[src/design/assert_macros.svh]
// Assertion macros for the RTL file that checks its own behavior (sha256_stream_hasher).
// Depends on nothing; take it in with an include of the bare file name.
`ifndef ASSERT_MACROS_SVH
`define ASSERT_MACROS_SVH

// The consequent must hold in the same cycle as the antecedent.
`define ASSERT_SAME(label, clk, rst_n, ante, cons, msg) \
    label: assert property (@(posedge clk) disable iff (!rst_n) (ante) |-> (cons)) \
        else $error(msg);

// The consequent must hold in the cycle after the antecedent.
`define ASSERT_NEXT(label, clk, rst_n, ante, cons, msg) \
    label: assert property (@(posedge clk) disable iff (!rst_n) (ante) |=> (cons)) \
        else $error(msg);

`endif

[src/design/sha256_pkg.sv]
// Shared types and constants for the SHA-256 stream hasher.
// Depends on nothing; used by sha256_core and sha256_stream_hasher.
package sha256_pkg;

    localparam int WORD_W  = 32;
    localparam int ROUNDS  = 64;
    localparam int TOTAL_W = 61;

    localparam logic [7:0] PAD_MARKER = 8'h80;

    typedef struct packed {
        logic [7:0] data_byte;
        logic       byte_present;
        logic       end_of_message;
    } in_item_t;

    typedef struct packed {
        logic [31:0] digest_word;
        logic [2:0]  word_number;
        logic        final_word;
    } out_item_t;

    typedef logic [7:0][WORD_W-1:0] hash_t;

    // Commands from the control sequencer to the compression core.
    typedef struct packed {
        logic       shift_en;
        logic [7:0] shift_byte;
        logic       start;
        logic       init;
    } core_ctrl_t;

    typedef struct packed {
        logic busy;
        logic done;
    } core_stat_t;

    localparam hash_t INIT_HASH = {
        32'h5be0cd19, 32'h1f83d9ab, 32'h9b05688c, 32'h510e527f,
        32'ha54ff53a, 32'h3c6ef372, 32'hbb67ae85, 32'h6a09e667
    };

    localparam logic [WORD_W-1:0] ROUND_K [0:ROUNDS-1] = '{
        32'h428a2f98, 32'h71374491, 32'hb5c0fbcf, 32'he9b5dba5,
        32'h3956c25b, 32'h59f111f1, 32'h923f82a4, 32'hab1c5ed5,
        32'hd807aa98, 32'h12835b01, 32'h243185be, 32'h550c7dc3,
        32'h72be5d74, 32'h80deb1fe, 32'h9bdc06a7, 32'hc19bf174,
        32'he49b69c1, 32'hefbe4786, 32'h0fc19dc6, 32'h240ca1cc,
        32'h2de92c6f, 32'h4a7484aa, 32'h5cb0a9dc, 32'h76f988da,
        32'h983e5152, 32'ha831c66d, 32'hb00327c8, 32'hbf597fc7,
        32'hc6e00bf3, 32'hd5a79147, 32'h06ca6351, 32'h14292967,
        32'h27b70a85, 32'h2e1b2138, 32'h4d2c6dfc, 32'h53380d13,
        32'h650a7354, 32'h766a0abb, 32'h81c2c92e, 32'h92722c85,
        32'ha2bfe8a1, 32'ha81a664b, 32'hc24b8b70, 32'hc76c51a3,
        32'hd192e819, 32'hd6990624, 32'hf40e3585, 32'h106aa070,
        32'h19a4c116, 32'h1e376c08, 32'h2748774c, 32'h34b0bcb5,
        32'h391c0cb3, 32'h4ed8aa4a, 32'h5b9cca4f, 32'h682e6ff3,
        32'h748f82ee, 32'h78a5636f, 32'h84c87814, 32'h8cc70208,
        32'h90befffa, 32'ha4506ceb, 32'hbef9a3f7, 32'hc67178f2
    };

endpackage

[src/design/sha256_stream_hasher.sv]
// Top level of the SHA-256 stream hasher: byte intake, padding and digest output.
// Depends on sha256_pkg, sha256_core and assert_macros.svh.
//
//  Channel   Ports                       Item
//  input     s_valid, s_ready, s_item    one message byte with present/end flags
//  output    m_valid, m_ready, m_item    one digest word with index and last flag
//
// A byte item is taken whenever the input is ready; the 64th byte of a block also
// starts the 64 rounds of the compression core, the chaining add and its handoff.
// A closing item pads one byte per cycle up to the block end and compresses
// once or twice, then offers eight digest words, one per accepted handshake.
// The input is not ready while a block compresses, padding runs or words wait.
// Reset loads the initial hash values and clears the byte count.
module sha256_stream_hasher (
    input  logic                  aclk,
    input  logic                  aresetn,
    input  logic                  s_valid,
    output logic                  s_ready,
    input  sha256_pkg::in_item_t  s_item,
    output logic                  m_valid,
    input  logic                  m_ready,
    output sha256_pkg::out_item_t m_item
);
    import sha256_pkg::*;

    `include "assert_macros.svh"

    localparam logic [2:0] ST_IDLE      = 3'd0;
    localparam logic [2:0] ST_DATA_WAIT = 3'd1;
    localparam logic [2:0] ST_PAD       = 3'd2;
    localparam logic [2:0] ST_PAD_WAIT  = 3'd3;
    localparam logic [2:0] ST_EMIT      = 3'd4;

    logic [2:0]         state_reg, state_next;
    logic [5:0]         pos_reg, pos_next;
    logic [TOTAL_W-1:0] total_reg, total_next;
    logic               closing_reg, closing_next;
    logic               pad_first_reg, pad_first_next;
    logic               spill_reg, spill_next;
    logic               m_valid_reg, m_valid_next;
    out_item_t          m_item_reg, m_item_next;

    core_ctrl_t ctrl;
    core_stat_t stat;
    hash_t      chain_hash;

    logic [63:0] len_bits;
    logic [5:0]  len_shift;
    logic [7:0]  len_byte;
    logic [2:0]  next_word;

    sha256_core u_core (
        .aclk       (aclk),
        .aresetn    (aresetn),
        .ctrl       (ctrl),
        .stat       (stat),
        .chain_hash (chain_hash)
    );

    // Length bytes go out most significant first; position 56 + j carries byte j.
    assign len_bits  = {total_reg, 3'b000};
    assign len_shift = {~pos_reg[2:0], 3'b000};
    assign len_byte  = len_bits[len_shift +: 8];
    assign next_word = m_item_reg.word_number + 3'd1;

    always_comb begin
        state_next     = state_reg;
        pos_next       = pos_reg;
        total_next     = total_reg;
        closing_next   = closing_reg;
        pad_first_next = pad_first_reg;
        spill_next     = spill_reg;
        m_valid_next   = m_valid_reg;
        m_item_next    = m_item_reg;
        ctrl           = '0;

        unique case (state_reg)
            ST_IDLE: begin
                if (s_valid) begin
                    closing_next = s_item.end_of_message;
                    if (s_item.byte_present) begin
                        ctrl.shift_en   = 1'b1;
                        ctrl.shift_byte = s_item.data_byte;
                        pos_next        = pos_reg + 6'd1;
                        total_next      = total_reg + TOTAL_W'(1);
                    end
                    if (s_item.byte_present && pos_reg == 6'd63) begin
                        ctrl.start = 1'b1;
                        state_next = ST_DATA_WAIT;
                    end else if (s_item.end_of_message) begin
                        pad_first_next = 1'b1;
                        state_next     = ST_PAD;
                    end
                end
            end
            ST_DATA_WAIT: begin
                if (stat.done) begin
                    if (closing_reg) begin
                        pad_first_next = 1'b1;
                        state_next     = ST_PAD;
                    end else begin
                        state_next = ST_IDLE;
                    end
                end
            end
            ST_PAD: begin
                ctrl.shift_en  = 1'b1;
                pad_first_next = 1'b0;
                pos_next       = pos_reg + 6'd1;
                if (pad_first_reg) begin
                    // A marker in the last eight positions leaves no room for the length.
                    ctrl.shift_byte = PAD_MARKER;
                    spill_next      = (pos_reg[5:3] == 3'b111);
                end else if (pos_reg[5:3] == 3'b111 && !spill_reg) begin
                    ctrl.shift_byte = len_byte;
                end else begin
                    ctrl.shift_byte = 8'h00;
                end
                if (pos_reg == 6'd63) begin
                    ctrl.start = 1'b1;
                    state_next = ST_PAD_WAIT;
                end
            end
            ST_PAD_WAIT: begin
                if (stat.done) begin
                    if (spill_reg) begin
                        spill_next = 1'b0;
                        state_next = ST_PAD;
                    end else begin
                        m_valid_next            = 1'b1;
                        m_item_next.digest_word = chain_hash[0];
                        m_item_next.word_number = 3'd0;
                        m_item_next.final_word  = 1'b0;
                        total_next              = '0;
                        state_next              = ST_EMIT;
                    end
                end
            end
            ST_EMIT: begin
                if (m_ready) begin
                    if (m_item_reg.final_word) begin
                        m_valid_next = 1'b0;
                        ctrl.init    = 1'b1;
                        state_next   = ST_IDLE;
                    end else begin
                        m_item_next.digest_word = chain_hash[next_word];
                        m_item_next.word_number = next_word;
                        m_item_next.final_word  = (next_word == 3'd7);
                    end
                end
            end
            default: begin
                state_next = ST_IDLE;
            end
        endcase
    end

    always_ff @(posedge aclk) begin
        if (!aresetn) begin
            state_reg     <= ST_IDLE;
            pos_reg       <= '0;
            total_reg     <= '0;
            closing_reg   <= 1'b0;
            pad_first_reg <= 1'b0;
            spill_reg     <= 1'b0;
            m_valid_reg   <= 1'b0;
        end else begin
            state_reg     <= state_next;
            pos_reg       <= pos_next;
            total_reg     <= total_next;
            closing_reg   <= closing_next;
            pad_first_reg <= pad_first_next;
            spill_reg     <= spill_next;
            m_valid_reg   <= m_valid_next;
        end
    end

    always_ff @(posedge aclk) begin
        m_item_reg <= m_item_next;
    end

    assign s_ready = (state_reg == ST_IDLE);
    assign m_valid = m_valid_reg;
    assign m_item  = m_item_reg;

    `ASSERT_SAME(a_no_intake_during_output, aclk, aresetn, s_ready, !m_valid, "input ready while digest words wait")
    `ASSERT_SAME(a_start_only_when_idle, aclk, aresetn, ctrl.start, !stat.busy, "core started while busy")
    `ASSERT_NEXT(a_words_continue, aclk, aresetn, m_valid && m_ready && !m_item.final_word, m_valid, "digest stopped before the last word")
    `ASSERT_NEXT(a_ready_after_digest, aclk, aresetn, m_valid && m_ready && m_item.final_word, s_ready && chain_hash == INIT_HASH, "no return to initial state after digest")

endmodule

[src/design/sha256_core.sv]
// SHA-256 compression core: 512-bit block window, one round per cycle.
// Depends on sha256_pkg for the command types and constants.
module sha256_core (
    input  logic                   aclk,
    input  logic                   aresetn,
    input  sha256_pkg::core_ctrl_t ctrl,
    output sha256_pkg::core_stat_t stat,
    output sha256_pkg::hash_t      chain_hash
);
    import sha256_pkg::*;

    localparam logic [1:0] C_IDLE  = 2'd0;
    localparam logic [1:0] C_ROUND = 2'd1;
    localparam logic [1:0] C_ADD   = 2'd2;

    logic [1:0]   state_reg, state_next;
    logic [5:0]   round_reg, round_next;
    logic         done_reg, done_next;
    logic [511:0] window_reg, window_next;
    hash_t        chain_reg, chain_next;
    hash_t        work_reg, work_next;

    logic [WORD_W-1:0] w0, w1, w9, w14, w_new;
    logic [WORD_W-1:0] ep0, ep1, choose, major, sum1, sum2;

    function automatic logic [WORD_W-1:0] rotr(input logic [WORD_W-1:0] x,
                                               input int unsigned n);
        return (x >> n) | (x << (WORD_W - n));
    endfunction

    // The window holds the next sixteen schedule words, oldest at the top.
    assign w0  = window_reg[511:480];
    assign w1  = window_reg[479:448];
    assign w9  = window_reg[223:192];
    assign w14 = window_reg[63:32];

    assign w_new = (rotr(w14, 17) ^ rotr(w14, 19) ^ (w14 >> 10)) + w9
                 + (rotr(w1, 7) ^ rotr(w1, 18) ^ (w1 >> 3)) + w0;

    assign ep1    = rotr(work_reg[4], 6) ^ rotr(work_reg[4], 11) ^ rotr(work_reg[4], 25);
    assign choose = (work_reg[4] & work_reg[5]) ^ (~work_reg[4] & work_reg[6]);
    assign ep0    = rotr(work_reg[0], 2) ^ rotr(work_reg[0], 13) ^ rotr(work_reg[0], 22);
    assign major  = (work_reg[0] & work_reg[1]) ^ (work_reg[0] & work_reg[2])
                  ^ (work_reg[1] & work_reg[2]);
    assign sum1   = work_reg[7] + ep1 + choose + ROUND_K[round_reg] + w0;
    assign sum2   = ep0 + major;

    always_comb begin
        state_next  = state_reg;
        round_next  = round_reg;
        done_next   = 1'b0;
        window_next = window_reg;
        chain_next  = chain_reg;
        work_next   = work_reg;

        if (ctrl.shift_en) begin
            window_next = {window_reg[503:0], ctrl.shift_byte};
        end
        if (ctrl.init) begin
            chain_next = INIT_HASH;
        end

        unique case (state_reg)
            C_IDLE: begin
                if (ctrl.start) begin
                    work_next  = chain_reg;
                    round_next = '0;
                    state_next = C_ROUND;
                end
            end
            C_ROUND: begin
                window_next  = {window_reg[479:0], w_new};
                work_next[7] = work_reg[6];
                work_next[6] = work_reg[5];
                work_next[5] = work_reg[4];
                work_next[4] = work_reg[3] + sum1;
                work_next[3] = work_reg[2];
                work_next[2] = work_reg[1];
                work_next[1] = work_reg[0];
                work_next[0] = sum1 + sum2;
                round_next   = round_reg + 6'd1;
                if (round_reg == 6'(ROUNDS - 1)) begin
                    state_next = C_ADD;
                end
            end
            C_ADD: begin
                for (int i = 0; i < 8; i++) begin
                    chain_next[i] = chain_reg[i] + work_reg[i];
                end
                done_next  = 1'b1;
                state_next = C_IDLE;
            end
            default: begin
                state_next = C_IDLE;
            end
        endcase
    end

    always_ff @(posedge aclk) begin
        if (!aresetn) begin
            state_reg <= C_IDLE;
            round_reg <= '0;
            done_reg  <= 1'b0;
            chain_reg <= INIT_HASH;
        end else begin
            state_reg <= state_next;
            round_reg <= round_next;
            done_reg  <= done_next;
            chain_reg <= chain_next;
        end
    end

    always_ff @(posedge aclk) begin
        window_reg <= window_next;
        work_reg   <= work_next;
    end

    assign stat.busy  = (state_reg != C_IDLE);
    assign stat.done  = done_reg;
    assign chain_hash = chain_reg;

endmodule
[config.mk]
export PLATFORM = sky130hd
export DESIGN_NAME = sha256_stream_hasher
export DESIGN_NICKNAME = d
export VERILOG_FILES = /design/src/design/sha256_pkg.sv /design/src/design/sha256_stream_hasher.sv /design/src/design/sha256_core.sv
export VERILOG_INCLUDE_DIRS = /design/src /design/src/design
export SDC_FILE = /design/constraint.sdc
export NUM_CORES = 2
export LEC_CHECK = 0
export BUFFER_PORTS_ARGS = -buffer_cell sky130_fd_sc_hd__buf_2
export CORE_UTILIZATION = 45
export CTS_BUF_LIST = sky130_fd_sc_hd__clkbuf_16
export CTS_CLUSTER_SIZE = 16
export DETAILED_ROUTE_END_ITERATION = 10
export GPL_ROUTABILITY_DRIVEN = 0
export HOLD_SLACK_MARGIN = 0.12
export PLACE_DENSITY = 0.64
export SLEW_MARGIN = 5
export SYNTH_ARGS = -nofsm -noshare
export SYNTH_HDL_FRONTEND = slang
export SYNTH_SLANG_ARGS = --single-unit
[constraint.sdc]
create_clock -name aclk -period 30.8 [get_ports aclk]
set_input_delay 4.62 -clock aclk [delete_from_list [all_inputs] [get_ports aclk]]
set_output_delay 4.62 -clock aclk [all_outputs]
set_load 0.03 [all_outputs]
==> metrics.txt <==
H-tree levels 4; Syn Nets 9040; PnR worst setup slack 20.28 ns; fin util 0.4910; Seq/Total Area, Yosys 0.4075; Yosys cell types 94; CTS Buffer Depth 3; biggest cell delay along the critical path 0.87 ns; TritonCTS Buffers 134; max reg flops 512; slew margin rel. 0.1475; 1st-pass router iterations 9; Die X 412.7 um; Worst R2R Start u_core.round_reg[1]; leakage power 33.50 nW; CP Data Required Time 31.34 ns; VDD IR max 0.07135 mV; vias in the first global route 58180; reg2reg path depth 38; Yosys reg bits 1143; die area 0.1703 mm2; max-capacitance violation count 0; critical path type flip-flop to flip-flop; pre-CTS setup slack 20.62 ns; layout cells sized above 1 0.05498; detailed-route DRC error count 0; Slew Limit Fails 0; clock transition at the registers of the reported paths 0.07 ns; Die Height 412.7 um; All-Layer GR Usage 0.2742; grt total ovfl 0; RSZ-0062 raised after global routing no; CTS resizes 0; Slowest-stage cell, CP dfxtp_1; CTS hold repair buffers 0; ANT cells 0; clock latency on the worst-skew pair 0.82 ns; DR top layer met5; TritonCTS clock tree built; synth cell count leaders 2481 x nand2_1, 804 x edfxtp_1, 441 x clkbuf_1; Syn Inst Count 8434; period utilisation layout 0.3415; WHS Endpoint u_core.chain_hash[222]; Cell Area, Synth 0.07590 mm2; num ports 52; Hold WC Path Type flip-flop to flip-flop; Worst EP arrival 11.06 ns; DRT iter0 DRCs 7364; via count 62170; syn avg cell area 8.999 um2; status completed; clk sinks 1143; Synth-to-Final Area Change 8.188%; first-pass GRT wire length 358000 um; startpoint types flip-flop; Synth async-reset ratio 0; CP endpoint kind flip-flop; Final Skew 0.04351 ns; # setup viols final 0; Hold Vio Cnt, Final 0; min-delay src u_core.chain_hash[222]; # Post-CTS Setup Buffers 0; Yosys warnings 0; core area 0.1672 mm2; clock root cell clkbuf_16; R2R setup slack 20.28 ns; met3 routed WL 24490 um; ANT nets after route 0; CP Max Fanout 22; initial antenna violation count 4; maximum operating frequency 0.09506 GHz; setup TNS 0 ns; largest net degree at the start of global routing 224; area share of the largest cell type after synthesis 0.3181; WHS Path Cells 2; Post-layout nets 8826; met2 WL 98940 um; Initial Util 0.4539; largest area contributor in the netlist edfxtp_1; CP most frequent cell inv_1; Main synth FF type edfxtp_1; Vias/cell 5.901; DRT Wirelength 237100 um; Pwr Density 58.30 mW/mm2; r2r endpoint u_core.work_reg[31]; most frequent cell after synthesis nand2_1; Post-synth EDFFs 804; ranking of synthesized cells by area edfxtp_1 32%, nand2_1 12%, dfxtp_1 8.9%; # port buffers 51; FP Rows 150; Worst-Margin Slew 1.279 ns; Tmin final 10.52 ns; post-DP HPWL 171500 um; wl on met1 103700 um; mean routed wirelength per cell 22.51 um
worst max-delay path by stage:
stage	from	endpoint	slack, ns
6_report	u_core.round_reg[1]	u_core.work_reg[31]	20.28
5_1_grt	u_core.round_reg[1]	u_core.work_reg[31]	19.90
4_1_cts	u_core.round_reg[1]	u_core.work_reg[31]	20.61
3_5_place_dp	u_core.round_reg[1]	u_core.work_reg[31]	20.62
3_3_place_gp	u_core.round_reg[1]	u_core.work_reg[31]	20.73
2_1_floorplan	s_item[1]	u_core.state_reg[0]	11.74
cells in the final DEF, fill, tap and decap left out, drive strengths merged, types with 18 or more instances in the layout:
master	instances
nand2	2481
edfxtp	804
o21ai	452
a21oi	406
ha	397
xnor2	394
inv	384
dfxtp	339
nor2	325
xor2	221
a21o	196
fa	195
clkbuf	138
buf	127
nor2b	122
o22ai	95
nand3	87
mux4	81
nor3	80
a22oi	77
mux2i	76
nand2b	73
a211oi	67
and3	63
o21a	61
clkinv	54
a31oi	48
o21bai	46
or3	39
o211ai	32
o31ai	31
and2	27
nand4	23
a211o	19
or2	18
critical path: cells and delay by family, from the launching register on:
| kind | cells | cell delay, ns |
|---|---|---|
| xor+xnor | 3 | 0.41 |
| flops | 1 | 0.87 |
| buf+inv | 5 | 0.75 |
| fa+ha+maj | 7 | 3.33 |
| simple gates | 5 | 0.92 |
| compound gates | 18 | 3.96 |
layer usage:
metal / global-route usage / vias to the layer above
li1: - / 28720
met1: 0.3922 / 30010
met2: 0.3940 / 2908
met3: 0.06927 / 531
met4: 0.1086 / 6
met5: 0 / -
metrics by stage:
step	power [W]	hold WS [ns]	std cells	instance area, um2
6_report	0.004787	0.4979	10540	82110
5_1_grt	0.005011	0.5155	10540	82110
4_1_cts	0.004784	0.4970	10540	82110
3_5_place_dp	0.003220	0.4790	10290	77870
3_3_place_gp	0.003203	0.4792	10290	77870
2_1_floorplan	0.002895	0.4490	8434	75900
where the power goes:
group | total, W | switching, W | internal (W)
logic | 0.00139 | 0.000834 | 0.000553
registers | 0.00185 | 0.0000877 | 0.00176
clock network | 0.00155 | 0.000678 | 0.000869
kinds of logic after synthesis:
| group | synth area share |
|---|---|
| simple gates | 0.1850 |
| compound gates | 0.1433 |
| flops | 0.4075 |
| buf+inv | 0.04037 |
| xor+xnor | 0.07097 |
| fa+ha+maj | 0.1173 |
| mux | 0.03554 |
cell type report:
cell class,instances,area [um2]
fillers,15530,85110
multi-input cells,6477,42030
flip-flops and latches,1143,30940
clock buffers,138,3453
well taps,2204,2758
inverters,337,1265
repair buffers,127,882.1
clock inverters,109,787.0
Power figures use the tool's default switching activity.
